[src/design/assert_macros.svh]
// Assertion macros shared by the design files.
// Each macro expands to one labelled concurrent assertion that reports by $error.
`ifndef ASSERT_MACROS_SVH
`define ASSERT_MACROS_SVH

// The property must hold at every clock edge outside reset.
`define ASSERT_ALWAYS(label, clk, rst, prop, msg) \
   label: assert property (@(posedge clk) disable iff (rst) (prop)) else $error(msg);

// The consequent must hold in the same cycle as the antecedent.
`define ASSERT_IMPLIES(label, clk, rst, ante, cons, msg) \
   label: assert property (@(posedge clk) disable iff (rst) (ante) |-> (cons)) else $error(msg);

// The consequent must hold in the cycle after the antecedent.
`define ASSERT_NEXT(label, clk, rst, ante, cons, msg) \
   label: assert property (@(posedge clk) disable iff (rst) (ante) |=> (cons)) else $error(msg);

`endif

[src/design/rsgate_pkg.sv]
// Types, codes and constants of the redundancy switch request gate.
// Used by rsgate_decode and redundancy_switch_request_gate; depends on nothing.
package rsgate_pkg;

   localparam int UNIT_BITS = 8;
   localparam logic [7:0] UNIT_KEEP =
      (UNIT_BITS >= 8) ? 8'hFF : 8'((16'd1 << UNIT_BITS) - 16'd1);

   localparam int RSP_DEPTH = 3;

   typedef enum logic [2:0] {
      FUNC_SELF_REQ = 3'd0,
      FUNC_RESET_REQ = 3'd1,
      FUNC_READY = 3'd2,
      FUNC_VELOCITY = 3'd3,
      FUNC_CONTROL = 3'd4,
      FUNC_SWITCHER = 3'd5,
      FUNC_UNIT = 3'd6,
      FUNC_PEER = 3'd7
   } func_type;

   typedef enum logic [2:0] {
      CMD_LOG = 3'd0,
      CMD_SELF = 3'd1,
      CMD_RESET = 3'd2,
      CMD_RESULT = 3'd3,
      CMD_DIAG = 3'd4,
      CMD_READY = 3'd5,
      CMD_UNIT = 3'd6,
      CMD_PEER = 3'd7
   } cmd_kind_type;

   typedef enum logic [1:0] {
      LVL_DEBUG = 2'd0,
      LVL_INFO = 2'd1,
      LVL_WARN = 2'd2,
      LVL_ERROR = 2'd3
   } log_level_type;

   typedef enum logic [1:0] {
      RSN_NONE = 2'd0,
      RSN_IGNORED = 2'd1,
      RSN_NOT_NEEDED = 2'd2,
      RSN_ERROR = 2'd3
   } reason_type;

   // Outcome numbers carried in message_id.
   localparam logic [4:0] MSG_SELF_NOT_READY = 5'd0;
   localparam logic [4:0] MSG_SELF_NOT_AUTO = 5'd1;
   localparam logic [4:0] MSG_SELF_NO_SWITCHER = 5'd2;
   localparam logic [4:0] MSG_SELF_ALREADY = 5'd3;
   localparam logic [4:0] MSG_SELF_FAULT = 5'd4;
   localparam logic [4:0] MSG_SELF_ACCEPTED = 5'd5;
   localparam logic [4:0] MSG_SELF_TRANSIT = 5'd6;
   localparam logic [4:0] MSG_RST_MOVING = 5'd7;
   localparam logic [4:0] MSG_RST_INIT = 5'd8;
   localparam logic [4:0] MSG_RST_NO_SWITCHER = 5'd9;
   localparam logic [4:0] MSG_RST_ACCEPTED = 5'd10;
   localparam logic [4:0] MSG_RST_NOT_NEEDED = 5'd11;
   localparam logic [4:0] MSG_RST_FAULT = 5'd12;
   localparam logic [4:0] MSG_RST_TRANSIT = 5'd13;
   localparam logic [4:0] MSG_READY = 5'd14;
   localparam logic [4:0] MSG_VELOCITY = 5'd15;
   localparam logic [4:0] MSG_CONTROL = 5'd16;
   localparam logic [4:0] MSG_SWITCHER = 5'd17;
   localparam logic [4:0] MSG_PEER = 5'd18;
   localparam logic [4:0] MSG_UNIT = 5'd0;

   // Packed so that bit 0 is ready_known and bit 10 is peer_timed_out.
   typedef struct packed {
      logic       peer_timed_out;
      logic [2:0] switcher_flags;
      logic       switcher_known;
      logic       vehicle_stopped;
      logic       velocity_known;
      logic       control_auto;
      logic       control_known;
      logic       ready_true;
      logic       ready_known;
   } status_type;

   typedef struct packed {
      func_type   func;
      logic       flag_value;
      logic       sw_stable;
      logic       sw_interrupted;
      logic       sw_fault;
      logic [7:0] unit_mask;
   } req_type;

   typedef struct packed {
      cmd_kind_type  cmd_kind;
      log_level_type log_level;
      logic [4:0]    message_id;
      logic          reset_accepted;
      reason_type    reject_reason;
      logic          flag_out;
      logic [7:0]    unit_out;
      logic [10:0]   status_word;
   } rsp_type;

   // Up to three responses for one request, and how many of them are used.
   typedef struct packed {
      rsp_type [RSP_DEPTH-1:0] res;
      logic [1:0]              cnt;
   } plan_type;

endpackage

[src/design/rsgate_decode.sv]
// Combinational decode of one request against the stored status.
// Gives the list of responses and the next status; uses rsgate_pkg.
module rsgate_decode (
   input  rsgate_pkg::req_type    item,
   input  rsgate_pkg::status_type status,
   output rsgate_pkg::plan_type   plan,
   output rsgate_pkg::status_type status_next
);

   function automatic rsgate_pkg::rsp_type mk(
      input rsgate_pkg::cmd_kind_type  kind,
      input rsgate_pkg::log_level_type level,
      input logic [4:0]                msg,
      input logic                      acc,
      input rsgate_pkg::reason_type    reason,
      input logic                      flag,
      input logic [7:0]                unit,
      input logic [10:0]               snap
   );
      rsgate_pkg::rsp_type r;
      r.cmd_kind = kind;
      r.log_level = level;
      r.message_id = msg;
      r.reset_accepted = acc;
      r.reject_reason = reason;
      r.flag_out = flag;
      r.unit_out = unit;
      r.status_word = snap;
      return r;
   endfunction

   function automatic rsgate_pkg::rsp_type log_rsp(
      input rsgate_pkg::log_level_type level,
      input logic [4:0]                msg
   );
      return mk(rsgate_pkg::CMD_LOG, level, msg, 1'b0, rsgate_pkg::RSN_NONE, 1'b0, 8'd0,
                11'd0);
   endfunction

   // An accepted reset also issues the reset command ahead of the result.
   function automatic rsgate_pkg::plan_type reset_plan(
      input logic                      acc,
      input rsgate_pkg::reason_type    reason,
      input rsgate_pkg::log_level_type level,
      input logic [4:0]                msg
   );
      rsgate_pkg::plan_type p;
      rsgate_pkg::rsp_type  res_rsp;
      p = '0;
      res_rsp = mk(rsgate_pkg::CMD_RESULT, rsgate_pkg::LVL_DEBUG, msg, acc, reason, 1'b0,
                   8'd0, 11'd0);
      if (acc) begin
         p.res[0] = mk(rsgate_pkg::CMD_RESET, rsgate_pkg::LVL_DEBUG, msg, 1'b0,
                       rsgate_pkg::RSN_NONE, 1'b0, 8'd0, 11'd0);
         p.res[1] = res_rsp;
         p.res[2] = log_rsp(level, msg);
         p.cnt = 2'd3;
      end else begin
         p.res[0] = res_rsp;
         p.res[1] = log_rsp(level, msg);
         p.cnt = 2'd2;
      end
      return p;
   endfunction

   logic       rdy;
   logic       auto_ok;
   logic       sw_stab;
   logic       sw_intr;
   logic       sw_flt;
   logic [2:0] new_flags;
   logic       changed;

   assign rdy = status.ready_known & status.ready_true;
   assign auto_ok = status.control_known & status.control_auto;
   assign sw_stab = status.switcher_flags[0];
   assign sw_intr = status.switcher_flags[1];
   assign sw_flt = status.switcher_flags[2];
   assign new_flags = {item.sw_fault, item.sw_interrupted, item.sw_stable};

   always_comb begin
      plan = '0;
      status_next = status;
      changed = 1'b0;
      unique case (item.func)
         rsgate_pkg::FUNC_SELF_REQ: begin
            plan.cnt = 2'd1;
            priority if (!rdy) begin
               plan.res[0] = log_rsp(rsgate_pkg::LVL_DEBUG, rsgate_pkg::MSG_SELF_NOT_READY);
            end else if (!auto_ok) begin
               plan.res[0] = log_rsp(rsgate_pkg::LVL_DEBUG, rsgate_pkg::MSG_SELF_NOT_AUTO);
            end else if (!status.switcher_known) begin
               plan.res[0] = log_rsp(rsgate_pkg::LVL_WARN, rsgate_pkg::MSG_SELF_NO_SWITCHER);
            end else if (sw_intr) begin
               plan.res[0] = log_rsp(rsgate_pkg::LVL_DEBUG, rsgate_pkg::MSG_SELF_ALREADY);
            end else if (sw_flt) begin
               plan.res[0] = log_rsp(rsgate_pkg::LVL_ERROR, rsgate_pkg::MSG_SELF_FAULT);
            end else if (sw_stab) begin
               plan.res[0] = mk(rsgate_pkg::CMD_SELF, rsgate_pkg::LVL_DEBUG,
                                rsgate_pkg::MSG_SELF_ACCEPTED, 1'b0, rsgate_pkg::RSN_NONE,
                                1'b0, 8'd0, 11'd0);
               plan.res[1] = log_rsp(rsgate_pkg::LVL_INFO, rsgate_pkg::MSG_SELF_ACCEPTED);
               plan.cnt = 2'd2;
            end else begin
               plan.res[0] = log_rsp(rsgate_pkg::LVL_INFO, rsgate_pkg::MSG_SELF_TRANSIT);
            end
         end
         rsgate_pkg::FUNC_RESET_REQ: begin
            // With the velocity unknown the vehicle is not taken to be moving.
            priority if (status.velocity_known && !status.vehicle_stopped) begin
               plan = reset_plan(1'b0, rsgate_pkg::RSN_IGNORED, rsgate_pkg::LVL_WARN,
                                 rsgate_pkg::MSG_RST_MOVING);
            end else if (!rdy) begin
               plan = reset_plan(1'b1, rsgate_pkg::RSN_NONE, rsgate_pkg::LVL_INFO,
                                 rsgate_pkg::MSG_RST_INIT);
            end else if (!status.switcher_known) begin
               plan = reset_plan(1'b0, rsgate_pkg::RSN_ERROR, rsgate_pkg::LVL_ERROR,
                                 rsgate_pkg::MSG_RST_NO_SWITCHER);
            end else if (sw_intr) begin
               plan = reset_plan(1'b1, rsgate_pkg::RSN_NONE, rsgate_pkg::LVL_INFO,
                                 rsgate_pkg::MSG_RST_ACCEPTED);
            end else if (sw_stab) begin
               plan = reset_plan(1'b0, rsgate_pkg::RSN_NOT_NEEDED, rsgate_pkg::LVL_INFO,
                                 rsgate_pkg::MSG_RST_NOT_NEEDED);
            end else if (sw_flt) begin
               plan = reset_plan(1'b0, rsgate_pkg::RSN_ERROR, rsgate_pkg::LVL_ERROR,
                                 rsgate_pkg::MSG_RST_FAULT);
            end else begin
               plan = reset_plan(1'b0, rsgate_pkg::RSN_ERROR, rsgate_pkg::LVL_WARN,
                                 rsgate_pkg::MSG_RST_TRANSIT);
            end
         end
         rsgate_pkg::FUNC_READY: begin
            changed = !status.ready_known || (status.ready_true != item.flag_value);
            status_next.ready_known = 1'b1;
            status_next.ready_true = item.flag_value;
            plan.res[0] = mk(rsgate_pkg::CMD_READY, rsgate_pkg::LVL_DEBUG,
                             rsgate_pkg::MSG_READY, 1'b0, rsgate_pkg::RSN_NONE,
                             item.flag_value, 8'd0, 11'd0);
            // A drop to not ready is followed by a snapshot of the updated status.
            if (changed && !item.flag_value) begin
               plan.res[1] = mk(rsgate_pkg::CMD_DIAG, rsgate_pkg::LVL_DEBUG,
                                rsgate_pkg::MSG_READY, 1'b0, rsgate_pkg::RSN_NONE, 1'b0,
                                8'd0, status_next);
               plan.res[2] = log_rsp(rsgate_pkg::LVL_INFO, rsgate_pkg::MSG_READY);
               plan.cnt = 2'd3;
            end else begin
               plan.res[1] = log_rsp(rsgate_pkg::LVL_INFO, rsgate_pkg::MSG_READY);
               plan.cnt = 2'd2;
            end
         end
         rsgate_pkg::FUNC_VELOCITY: begin
            status_next.velocity_known = 1'b1;
            status_next.vehicle_stopped = item.flag_value;
            plan.res[0] = log_rsp(rsgate_pkg::LVL_INFO, rsgate_pkg::MSG_VELOCITY);
            plan.cnt = 2'd1;
         end
         rsgate_pkg::FUNC_CONTROL: begin
            status_next.control_known = 1'b1;
            status_next.control_auto = item.flag_value;
            plan.res[0] = log_rsp(rsgate_pkg::LVL_INFO, rsgate_pkg::MSG_CONTROL);
            plan.cnt = 2'd1;
         end
         rsgate_pkg::FUNC_SWITCHER: begin
            changed = !status.switcher_known || (status.switcher_flags != new_flags);
            status_next.switcher_known = 1'b1;
            status_next.switcher_flags = new_flags;
            if (changed) begin
               plan.res[0] = mk(rsgate_pkg::CMD_DIAG, rsgate_pkg::LVL_DEBUG,
                                rsgate_pkg::MSG_SWITCHER, 1'b0, rsgate_pkg::RSN_NONE, 1'b0,
                                8'd0, status_next);
               plan.res[1] = log_rsp(rsgate_pkg::LVL_INFO, rsgate_pkg::MSG_SWITCHER);
               plan.cnt = 2'd2;
            end else begin
               plan.res[0] = log_rsp(rsgate_pkg::LVL_INFO, rsgate_pkg::MSG_SWITCHER);
               plan.cnt = 2'd1;
            end
         end
         rsgate_pkg::FUNC_UNIT: begin
            plan.res[0] = mk(rsgate_pkg::CMD_UNIT, rsgate_pkg::LVL_DEBUG,
                             rsgate_pkg::MSG_UNIT, 1'b0, rsgate_pkg::RSN_NONE, 1'b0,
                             item.unit_mask & rsgate_pkg::UNIT_KEEP, 11'd0);
            plan.cnt = 2'd1;
         end
         rsgate_pkg::FUNC_PEER: begin
            status_next.peer_timed_out = item.flag_value;
            plan.res[0] = mk(rsgate_pkg::CMD_PEER, rsgate_pkg::LVL_DEBUG,
                             rsgate_pkg::MSG_PEER, 1'b0, rsgate_pkg::RSN_NONE,
                             item.flag_value, 8'd0, 11'd0);
            plan.res[1] = log_rsp(item.flag_value ? rsgate_pkg::LVL_WARN :
                                  rsgate_pkg::LVL_INFO, rsgate_pkg::MSG_PEER);
            plan.cnt = 2'd2;
         end
         default: begin
            plan = '0;
         end
      endcase
   end

endmodule

[src/design/redundancy_switch_request_gate.sv]
// Redundancy switch request gate: top level with request register, status and response buffer.
// Depends on rsgate_pkg, rsgate_decode and assert_macros.svh.
//
// Each request is held in an input register until the response buffer is free. It is
// then decoded in a single pass against the stored status, which is updated at the same
// edge. Its one to three responses are loaded into a response buffer and leave one per
// cycle while rsp_stall is low, the final one marked by rsp_last. A request therefore
// occupies the buffer until its last response is taken, so response stalls lengthen its
// stay. The single response port sets the sustained request rate. The input register
// takes a further request while the buffer still holds responses that are waiting to be
// taken.
`include "assert_macros.svh"

module redundancy_switch_request_gate (
   input  logic        clock,
   input  logic        reset,
   input  logic        req_valid,
   output logic        req_stall,
   input  logic [2:0]  req_func,
   input  logic        req_flag_value,
   input  logic        req_sw_stable,
   input  logic        req_sw_interrupted,
   input  logic        req_sw_fault,
   input  logic [7:0]  req_unit_mask,
   output logic        rsp_valid,
   input  logic        rsp_stall,
   output logic [2:0]  rsp_cmd_kind,
   output logic [1:0]  rsp_log_level,
   output logic [4:0]  rsp_message_id,
   output logic        rsp_reset_accepted,
   output logic [1:0]  rsp_reject_reason,
   output logic        rsp_flag_out,
   output logic [7:0]  rsp_unit_out,
   output logic [10:0] rsp_status_word,
   output logic        rsp_last
);

   rsgate_pkg::req_type    item_ff;
   logic                   item_valid_ff;
   logic                   item_valid_in;
   rsgate_pkg::status_type status_ff;
   rsgate_pkg::status_type status_in;
   rsgate_pkg::plan_type   plan;
   rsgate_pkg::rsp_type [rsgate_pkg::RSP_DEPTH-1:0] buf_ff;
   logic [1:0]             buf_cnt_ff;
   logic [1:0]             buf_idx_ff;
   logic                   buf_valid_ff;
   rsgate_pkg::rsp_type    cur;
   logic                   take;
   logic                   buf_last;
   logic                   buf_free;
   logic                   load;
   logic                   req_accept;

   rsgate_decode u_decode (
      .item        (item_ff),
      .status      (status_ff),
      .plan        (plan),
      .status_next (status_in)
   );

   assign take = buf_valid_ff && !rsp_stall;
   assign buf_last = (buf_idx_ff == 2'(buf_cnt_ff - 2'd1));
   // The buffer can take the next request's responses once its last one leaves.
   assign buf_free = !buf_valid_ff || (take && buf_last);
   assign load = item_valid_ff && buf_free;
   assign req_stall = item_valid_ff && !buf_free;
   assign req_accept = req_valid && !req_stall;
   assign item_valid_in = req_accept || (item_valid_ff && !load);

   always_ff @(posedge clock) begin
      if (reset) begin
         item_valid_ff <= 1'b0;
         buf_valid_ff <= 1'b0;
         buf_idx_ff <= 2'd0;
         buf_cnt_ff <= 2'd0;
         status_ff <= '0;
      end else begin
         item_valid_ff <= item_valid_in;
         if (load) begin
            status_ff <= status_in;
            buf_valid_ff <= 1'b1;
            buf_idx_ff <= 2'd0;
            buf_cnt_ff <= plan.cnt;
         end else if (take) begin
            if (buf_last) begin
               buf_valid_ff <= 1'b0;
            end else begin
               buf_idx_ff <= 2'(buf_idx_ff + 2'd1);
            end
         end
      end
   end

   always_ff @(posedge clock) begin
      if (req_accept) begin
         item_ff <= '{func: rsgate_pkg::func_type'(req_func), flag_value: req_flag_value,
                      sw_stable: req_sw_stable, sw_interrupted: req_sw_interrupted,
                      sw_fault: req_sw_fault, unit_mask: req_unit_mask};
      end
      if (load) begin
         buf_ff <= plan.res;
      end
   end

   assign cur = buf_ff[buf_idx_ff];
   assign rsp_valid = buf_valid_ff;
   assign rsp_cmd_kind = cur.cmd_kind;
   assign rsp_log_level = cur.log_level;
   assign rsp_message_id = cur.message_id;
   assign rsp_reset_accepted = cur.reset_accepted;
   assign rsp_reject_reason = cur.reject_reason;
   assign rsp_flag_out = cur.flag_out;
   assign rsp_unit_out = cur.unit_out;
   assign rsp_status_word = cur.status_word;
   assign rsp_last = buf_last;

   `ASSERT_IMPLIES(a_idx_in_range, clock, reset, buf_valid_ff,
      (buf_cnt_ff != 2'd0) && (buf_idx_ff < buf_cnt_ff), "response index beyond count")
   `ASSERT_NEXT(a_buf_holds, clock, reset, buf_valid_ff && !take,
      buf_valid_ff && $stable(buf_idx_ff) && $stable(buf_cnt_ff), "waiting response moved")
   `ASSERT_NEXT(a_status_on_load, clock, reset, !load, $stable(status_ff),
      "status changed without a request being decoded")
   `ASSERT_IMPLIES(a_load_when_free, clock, reset, load && buf_valid_ff,
      take && buf_last, "responses overwritten before delivery")

endmodule
[config.mk]
export PLATFORM = sky130hd
export DESIGN_NAME = redundancy_switch_request_gate
export DESIGN_NICKNAME = d
export VERILOG_FILES = /design/src/design/rsgate_pkg.sv /design/src/design/rsgate_decode.sv /design/src/design/redundancy_switch_request_gate.sv
export VERILOG_INCLUDE_DIRS = /design/src /design/src/design
export SDC_FILE = /design/constraint.sdc
export NUM_CORES = 1
export LEC_CHECK = 0
export BUFFER_PORTS_ARGS = -buffer_cell sky130_fd_sc_hd__buf_2
export CAP_MARGIN = 20
export CORE_UTILIZATION = 40
export DETAILED_ROUTE_END_ITERATION = 6
export PLACE_DENSITY = 0.6
export SETUP_SLACK_MARGIN = 0.2
export SYNTH_ARGS = -nofsm -noshare
export SYNTH_HDL_FRONTEND = slang
export SYNTH_SLANG_ARGS = --single-unit
[constraint.sdc]
create_clock -name clock -period 2.32 [get_ports clock]
set_clock_uncertainty 0.1 [all_clocks]
set_input_delay 0.348 -clock clock [delete_from_list [all_inputs] [get_ports clock]]
set_output_delay 0.348 -clock clock [all_outputs]
set_load 0.01 [all_outputs]
# Yosys cells after proc, flatten, opt, wreduce, memory -nomap -nowiden
# Index checks and enable logic that the tools add are counted.
[word_totals] ff_bits=131 inputBits=19 out_inout_bits=36
[op_classes] n_addsub=2 magnitude_cmp=1 n_eq_ne=10 mux=38 n_bitwise=3 n_reduce_logical=32
[op_table] operator="$mux 101" n=4
[op_table] operator="$mux 33" n=12
[op_table] operator="$pmux 35 s8" n=1
[op_table] operator="$pmux 33 s5" n=1
[op_table] operator="$mux 29" n=3
[op_table] operator="$bmux 33 s2" n=1
[op_table] operator="$pmux 33 s2" n=1
[op_table] operator="$mux 65" n=1
[op_table] operator="$mux 64" n=1
[op_table] operator="$mux 35" n=1
[op_table] operator="$mux 31" n=1
[op_table] operator="$mux 2" n=7
[op_table] operator="$reduce_and 2->1" n=7
[op_table] operator="$eq 3x3->1 const B" n=4
[op_table] operator="$logic_not 1->1" n=9
[op_table] operator="$logic_and 1x1->1" n=8
[op_table] operator="$eq 3x2->1 const B" n=2
[op_table] operator="$logic_or 1x1->1" n=4
[op_table] operator="$mux 1" n=4
[op_table] operator="$reduce_bool 2->1" n=2
[op_table] operator="$eq 3x1->1 const B" n=1
[op_table] operator="$logic_not 3->1" n=1
[op_table] operator="$lt 2x3->1 const B" n=1
[op_table] operator="$ne 3x3->1" n=1
[op_table] operator="7 further kinds" n=8

# Depth between registers and ports, before layout
# Gate-level depths: netlist of the first run.
[depth] ltp_word=9 ltp_mapped=7 ltp_nobuf=5

# Modules after synthesis
# Synthesis of the first run repeated with hierarchy kept, for this count alone.
[hier_totals] hier_cells=509 area_unflattened_um2=6219.7
[by_module_without_submodules] mod="redundancy_switch_request_gate" n_inst=1 cells_per_inst=312 area_per_inst_um2=4953.5 seq_area_each_um2=3763.6
[by_module_without_submodules] mod="rsgate_decode" n_inst=1 cells_per_inst=197 area_per_inst_um2=1266.2 seq_area_each_um2=0.0

# Least setup slack after synthesis of the first run
# Ideal clock, no wire load.
[synth_timing] path_type="register -> register" from="register buf_idx_ff[1]" to="register item_ff[0] in the netlist's numbering (enable)" arrival_ns=1.910 t_required_ns=1.832 setup_slack_ns=-0.078 stages_incl_launch_ff=7 n_path_buf=1 period_less_slack_ns=2.398 path_cell_list="dfxtp_1 > buf_6 > xnor2_2 > mux2i_1 > o21a_1 > and2_1 > nor2b_1"
[synth_via] elab_chain_len=7
[synth_rtl] element="start: declaration" line_no="redundancy_switch_request_gate.sv:46" text="logic [1:0] buf_idx_ff;"
[synth_rtl] element="start signal: assignment" line_no="redundancy_switch_request_gate.sv:89" text="buf_idx_ff <= 2'(buf_idx_ff + 2'd1);"
[synth_rtl] element="$eq 2x2->1" line_no="redundancy_switch_request_gate.sv:63" text="assign buf_last = (buf_idx_ff == 2'(buf_cnt_ff - 2'd1));"
[synth_rtl] element="$logic_and 1x1->1" line_no="redundancy_switch_request_gate.sv:65" text="assign buf_free = !buf_valid_ff || (take && buf_last);"
[synth_rtl] element="$logic_or 1x1->1" line_no="redundancy_switch_request_gate.sv:65"
[synth_rtl] element="$logic_not 1->1" line_no="redundancy_switch_request_gate.sv:67" text="assign req_stall = item_valid_ff && !buf_free;"
[synth_rtl] element="$logic_and 1x1->1" line_no="redundancy_switch_request_gate.sv:67"
[synth_rtl] element="via req_stall" line_no="redundancy_switch_request_gate.sv:18" text="output logic req_stall,"
[synth_rtl] element="$logic_not 1->1" line_no="redundancy_switch_request_gate.sv:68" text="assign req_accept = req_valid && !req_stall;"
[synth_rtl] element="$logic_and 1x1->1" line_no="redundancy_switch_request_gate.sv:68"
[synth_rtl] element="via req_accept" line_no="redundancy_switch_request_gate.sv:53" text="logic req_accept;"
[synth_rtl] element="end signal: assignment" line_no="redundancy_switch_request_gate.sv:97" text="item_ff <= '{func: rsgate_pkg::func_type'(req_func), flag_value: req_flag_value,"
[synth_rtl] element="end: declaration" line_no="redundancy_switch_request_gate.sv:38" text="rsgate_pkg::req_type item_ff;"
# The timed path passes the listed nets, and every way through them passes these cells.
# A chain may end at the register's enable or synchronous reset.

# Worst setup path in the final report of the first run
[layout_timing] from="register buf_idx_ff[1]" to="output port req_stall"
[layout_via] elab_chain_len=5
[layout_rtl] element="$eq 2x2->1" line_no="redundancy_switch_request_gate.sv:63"
[layout_rtl] element="$logic_and 1x1->1" line_no="redundancy_switch_request_gate.sv:65"
[layout_rtl] element="$logic_or 1x1->1" line_no="redundancy_switch_request_gate.sv:65"
[layout_rtl] element="$logic_not 1->1" line_no="redundancy_switch_request_gate.sv:67"
[layout_rtl] element="$logic_and 1x1->1" line_no="redundancy_switch_request_gate.sv:67"
[layout_rtl] element="end: declaration" line_no="redundancy_switch_request_gate.sv:18"
# Every way passes these cells.

==> impl_metrics.env, run 1 <==
export IMPL_port_buffers=54
export IMPL_reg2reg_from="item_ff[13]"
export IMPL_cts_buffers=9
export IMPL_holdPathStages=1
export IMPL_grt_use_met1_pct=23.8
export IMPL_cp_arrival_ns=1.64
export IMPL_routabilityCongestion=0.907
export IMPL_power_frac_comb_pct=11.2
export IMPL_initialDrtViolationCount=173
export IMPL_start_util_pct=41.6
export IMPL_sw_frac_of_total_pct=23.1
export IMPL_synth_distinct_cells=49
export IMPL_area_growth_pct=17.9
export IMPL_grt_max_degree=46
export IMPL_cts_root_buf="clkbuf_8"
export IMPL_synth_area_mm2=0.00408
export IMPL_grt_usage_pct=18.0
export IMPL_power_frac_seq_pct=54.9
export IMPL_dr_pass1_iters=4
export IMPL_final_common_cell="edfxtp_1"
export IMPL_status="completed"
export IMPL_clk_pin_slew_worst_paths_ns=0.08
export IMPL_use_met3_pct=3.93
export IMPL_cp_cell_sequence="xnor2_2 > mux2i_1 > o21a_1 > and2_4 > buf_6"
export IMPL_dp_hpwl_mm=6.26
export IMPL_synth_cells=358
export IMPL_period_needed_ns=2.09
export IMPL_setup_tns_ns=0
export IMPL_rows=36
export IMPL_r2r_end="buf_ff[30]"
export IMPL_clock_sinks=86
export IMPL_mostFrequentLayoutCells="edfxtp_1 (69), buf_2 (53), nor2_1 (41)"
export IMPL_crit_type="reg -> out"
export IMPL_die_h_um=103
export IMPL_p_int_mw=2.51
export IMPL_crit_slowest_cell="dfxtp_2"
export IMPL_worstHoldEndpoint="item_ff[4]"
export IMPL_reg2reg_depth=5
export IMPL_core_area_mm2=0.00982
export IMPL_wl_per_cell_um=15.8
export IMPL_synth_fp_nets=377
export IMPL_met2_usage_pct=29.3
export IMPL_maxCapViolCount=0
export IMPL_synth_seq_area_share_pct=59.1
export IMPL_ant_nets=0
export IMPL_fmax_mhz=478
export IMPL_yosys_register_bits=86
export IMPL_via_count=2787
export IMPL_grt_pass1_vias=2680
export IMPL_finalSetupViolations=0
export IMPL_power_density_mw_per_mm2=677
export IMPL_clockPowerShare_pct=33.9
export IMPL_async_reset_ff_share_pct=0
export IMPL_drv_slew=0
export IMPL_min_from="req_unit_mask[4]"
export IMPL_antenna_found_initial=0
export IMPL_rsz0062_at_grt="yes"
export IMPL_p_switching_mw=0.752
export IMPL_wl_mm=8.81
export IMPL_n_antenna_cell=0
export IMPL_reg2reg_slack_ns=0.28
export IMPL_relSlewSlack_pct=61.4
export IMPL_hp_class="in -> reg"
export IMPL_drc=0
export IMPL_clk_path_buf_depth=2
export IMPL_tightest_slew_ns=0.577
export IMPL_dieArea_mm2=0.0106
export IMPL_cp_start_kind="flop"
export IMPL_tritoncts="done"
export IMPL_ctsHtreeMaxLevel=3
export IMPL_yosysWarnings=0
export IMPL_die_w_um=103
export IMPL_synth_edf_count=69
export IMPL_max_stage_delay_ns=0.34
export IMPL_worstSkewPairLatency_ns=0.35
export IMPL_end_kind="primary output"
export IMPL_ys_flop_type="edfxtp_1"
export IMPL_p_leak_nw=1.90
export IMPL_final_nets=439
export IMPL_crit_fanout=3
export IMPL_hold_viol_final=0
export IMPL_whs_ns=0.0656
export IMPL_grt_pass1_wl_mm=14.0
export IMPL_irDropWorstVdd_uv=359
export IMPL_grt_busiest_layer="met2"
export IMPL_required_ns=1.87
export IMPL_ioPinCount=55
export IMPL_routed_via_density=4.99
export IMPL_syn_avg_cell_area_um2=11.4
export IMPL_drive_gt1_share_pct=24.9
export IMPL_finalCritPeriodShare_pct=90.1
export IMPL_grt_overflow=0
==> critical path: cells and delay by family, from the launching register on <==
kind | cells | cell delay, ns
xor+xnor | 1 | 0.20
mux | 1 | 0.28
simple gates | 1 | 0.17
buf+inv | 1 | 0.10
flops | 1 | 0.34
compound gates | 1 | 0.20
==> cells in the mapped netlist (all sizes together) (5+ instances only) <==
cell type  instances  area (um2)
dfxtp             17         340
and2              25         156
xnor2              5        51.3
and3              17         106
clkbuf            13        48.8
inv                5        18.8
buf               11        72.6
nor2b             10        62.6
nand2b            15        93.8
nor2              42         158
o21ai             17        88.8
a21oi             15        86.3
edfxtp            69        2070
nand2             22        85.1
nor3               7        35.0
mux2i             26         264
==> layout make-up <==
cell class	count	area, um2
multi-input combinational	243	1560
clock inverter	5	73.8
timing repair buffer	75	454
fill	975	5000
sequential	86	2410
inverter	5	18.8
tap	133	166
clock buffer	11	131
==> power groups by stage <==
stage,clock (mW),sequential [mW],combinational [mW]
6_report,1.10,1.79,0.367
5_1_grt,1.19,1.80,0.410
4_1_cts,1.13,1.79,0.360
3_5_place_dp,0,1.83,0.356
3_3_place_gp,0,1.82,0.353
2_1_floorplan,0,1.81,0.233
==> worst max path at each step <==
stage                  startpoint          to  slack, ns
CTS                 buf_cnt_ff[1]   req_stall       0.20
global route        buf_idx_ff[1]   req_stall       0.14
finish              buf_idx_ff[1]   req_stall       0.23
detailed placement    item_ff[14]  buf_ff[30]       0.25
global placement      item_ff[14]  buf_ff[30]       0.25
floorplan           buf_idx_ff[1]  item_ff[0]       0.36
==> metal layers <==
| layer | wire length [um] | vias to the layer above | part of all wire, % |
|---|---|---|---|
| met5 | 0 | - | 0 |
| met4 | 148 | 0 | 1.7 |
| met3 | 393 | 9 | 4.5 |
| met2 | 4200 | 70 | 48 |
| met1 | 4070 | 1318 | 46 |
| li1 | - | 1390 | - |
==> sequential cells by signal (all words and copies together) (netlist names) <==
signal	flops
buf_cnt_ff	2
buf_ff	54
buf_idx_ff	2
item_ff	15
item_valid_ff	1
rsp_valid	1
status_ff	11
==> repair_timing <==
| item | CTS | global route |
|---|---|---|
| pin swaps | 1 | 2 |
| hold buffers | 0 | 0 |
| buffers inserted | 1 | 3 |
| setup endpoints to repair | 14 | 28 |
| gates resized for setup | 2 | 7 |
==> logic make-up after synthesis <==
kind of cell / count (synthesis) / share of synthesized area (%)
muxes: 26 / 6.47
and+or+nand+nor: 157 / 20.8
other: 1 / 0.0919
AOI/OAI and AO/OA: 53 / 8.61
buffers and inverters: 29 / 3.43
DFF: 86 / 59.1
xor gates and xnor gates: 6 / 1.47
==> per-stage QoR <==
step / power, mW / cells / util [%] / instance area (um2) / worst slack [ns]
3_5_place_dp: 2.18 / 538 / 46.3 / 4550 / 0.254
4_1_cts: 3.29 / 555 / 48.5 / 4760 / 0.204
5_1_grt: 3.40 / 558 / 49.0 / 4810 / 0.136
3_3_place_gp: 2.18 / 538 / 46.3 / 4550 / 0.250
2_1_floorplan: 2.04 / 358 / - / 4090 / 0.365
6_report: 3.26 / 558 / 49.0 / 4810 / 0.229
Note: power is estimated with default switching activity, not from simulation.
==> inputs of run 2 (changes only) <==
--- a/config.mk
+++ b/config.mk
@@ -11,6 +11,7 @@
 export CORE_UTILIZATION = 40
 export DETAILED_ROUTE_END_ITERATION = 6
 export PLACE_DENSITY = 0.6
+export REMOVE_ABC_BUFFERS = 1
 export SETUP_SLACK_MARGIN = 0.2
 export SYNTH_ARGS = -nofsm -noshare
 export SYNTH_HDL_FRONTEND = slang
==> constraint.sdc (replaced) <==
create_clock -name clock -period 2.32 [get_ports clock]
set_clock_uncertainty 0.1 [all_clocks]
set_input_delay 0.232 -clock clock [delete_from_list [all_inputs] [get_ports clock]]
set_output_delay 0.232 -clock clock [all_outputs]
set_load 0.01 [all_outputs]
==> impl_metrics.env, run 2 (synthesis results as in run 1) <==
export IMPL_p_leak_nw=1.96
export IMPL_worstSkewPairLatency_ns=0.36
export IMPL_status="completed"
export IMPL_routabilityCongestion=0.818
export IMPL_clk_path_buf_depth=2
export IMPL_required_ns=2.50
export IMPL_dp_hpwl_mm=5.90
export IMPL_n_antenna_cell=0
export IMPL_dp_cells=541
export IMPL_p_int_mw=2.53
export IMPL_regMostFlops="buf_ff"
export IMPL_start_util_pct=41.6
export IMPL_drive_gt1_share_pct=23.2
export IMPL_grt_pass1_vias=2640
export IMPL_crit_type="reg -> reg"
export IMPL_dr_pass1_iters=4
export IMPL_largest_register_ffs=54
export IMPL_final_design_area_no_fill_mm2=0.00494
export IMPL_relSlewSlack_pct=56.6
export IMPL_area_growth_pct=20.9
export IMPL_crit_family="multiplexers"
export IMPL_period_needed_ns=2.01
export IMPL_cp_arrival_ns=2.19
export IMPL_routed_via_density=4.94
export IMPL_cp_common_cell="buf_4"
export IMPL_final_util_pct=50.3
export IMPL_clockPowerShare_pct=34.2
export IMPL_cts_buffers=9
export IMPL_ant_nets=0
export IMPL_setup_slack_ns=0.307
export IMPL_ioPinCount=55
export IMPL_power_frac_seq_pct=54.4
export IMPL_hp_class="in -> reg"
export IMPL_sw_frac_of_total_pct=23.3
export IMPL_grt_overflow=0
export IMPL_rsz0062_at_grt="no"
export IMPL_crit_slowest_cell="dfxtp_1"
export IMPL_grt_usage_pct=17.3
export IMPL_power_frac_comb_pct=11.4
export IMPL_grt_pass1_wl_mm=13.4
export IMPL_final_nets=454
export IMPL_cp_start_kind="flop"
export IMPL_antenna_found_initial=0
export IMPL_tightest_slew_ns=0.649
export IMPL_via_count=2833
export IMPL_finalCritPeriodShare_pct=86.8
export IMPL_irDropWorstVdd_uv=327
export IMPL_initialDrtViolationCount=197
export IMPL_crit_fanout=12
export IMPL_power_density_mw_per_mm2=667
export IMPL_fill_cells=927
export IMPL_dieArea_mm2=0.0106
export IMPL_drc=0
export IMPL_drv_slew=0
export IMPL_max_stage_delay_ns=0.40
export IMPL_p_switching_mw=0.767
export IMPL_die_h_um=103
export IMPL_path_buf_inv=2
export IMPL_grt_max_degree=32
export IMPL_port_buffers=54
export IMPL_dpl_cell_area_mm2=0.00456
export IMPL_maxCapViolCount=0
export IMPL_hold_viol_final=0
export IMPL_wl_per_cell_um=14.8
export IMPL_die_w_um=103
export IMPL_end_kind="flop"
export IMPL_stdcell_count=573
export IMPL_mostFrequentLayoutCells="edfxtp_1 (69), buf_2 (54), nor2_1 (42)"
export IMPL_fmax_mhz=497
export IMPL_final_common_cell="edfxtp_1"
export IMPL_core_area_mm2=0.00982
export IMPL_setup_tns_ns=0
export IMPL_tritoncts="done"
export IMPL_wl_mm=8.46
export IMPL_rows=36
export IMPL_clock_sinks=86
export IMPL_clk_pin_slew_worst_paths_ns=0.08
export IMPL_place_ws_ns=0.329
export IMPL_finalSetupViolations=0
export IMPL_p_total_mw=3.29
export IMPL_reg_largest_list="buf_ff (54), item_ff (15), status_ff (11)"
export IMPL_whs_ns=0.0154
export IMPL_cp_cell_sequence="xnor2_2 > buf_4 > mux2i_2 > nand2_2 > buf_4 > nand2_1 > mux2i_1"
export IMPL_cts_root_buf="clkbuf_8"
export IMPL_ctsHtreeMaxLevel=3
==> run 2: cell types whose count changed in the layout (fill, tap and decap cells not counted), sizes merged <==
cell / before / now
clkinv: 3 / 4
clkbuf: 11 / 10
dlygate4sd3: 0 / 15
==> run 2: power by group through the flow <==
stage,combinational (mW),clock [mW],sequential [mW]
4_1_cts,0.377,1.15,1.79
5_1_grt,0.417,1.22,1.80
2_1_floorplan,0.194,0,1.83
6_report,0.375,1.13,1.79
3_3_place_gp,0.354,0,1.82
3_5_place_dp,0.356,0,1.83
==> run 2: what timing repair did <==
action,in CTS,in global routing
pin swaps,0,1
gates resized for setup,1,1
setup buffers,0,1
hold buffers,15,0
endpoints found under the setup margin,6,33
endpoints found under the hold margin,15,0
==> run 2: routing by layer <==
layer | up-vias | global-route usage [%] | wire [um]
met5 | - | 0 | 0
met4 | 0 | 7.04 | 85
met3 | 8 | 3.73 | 360
met2 | 67 | 28.4 | 4000
met1 | 1335 | 22.2 | 4020
li1 | 1423 | - | -
==> run 2: worst paths after layout <==
path	from	to	slack, ns	cells after the start
min reg2reg	status_ff[10]	status_ff[10]	0.43	2
max reg2reg	buf_idx_ff[1]	status_ff[3]	0.31	7
min	req_valid	item_valid_ff	0.02	3
max	buf_idx_ff[1]	status_ff[3]	0.31	7
==> run 2: worst register-to-register path, stage by stage (launching register included) <==
cell,delay (ns)
dfxtp_1,0.40
xnor2_2,0.15
buf_4,0.15
mux2i_2,0.31
nand2_2,0.27
buf_4,0.27
nand2_1,0.09
mux2i_1,0.20
==> run 2: cell type report <==
type	instances	area [um2]	area share, %
Sequential cell	86	2410	48.9
Multi-Input combinational cell	243	1530	31.0
Timing Repair Buffer	90	594	12.0
Tap cell	133	166	3.37
Clock buffer	10	128	2.58
Clock inverter	6	86.3	1.75
Inverter	5	18.8	0.380
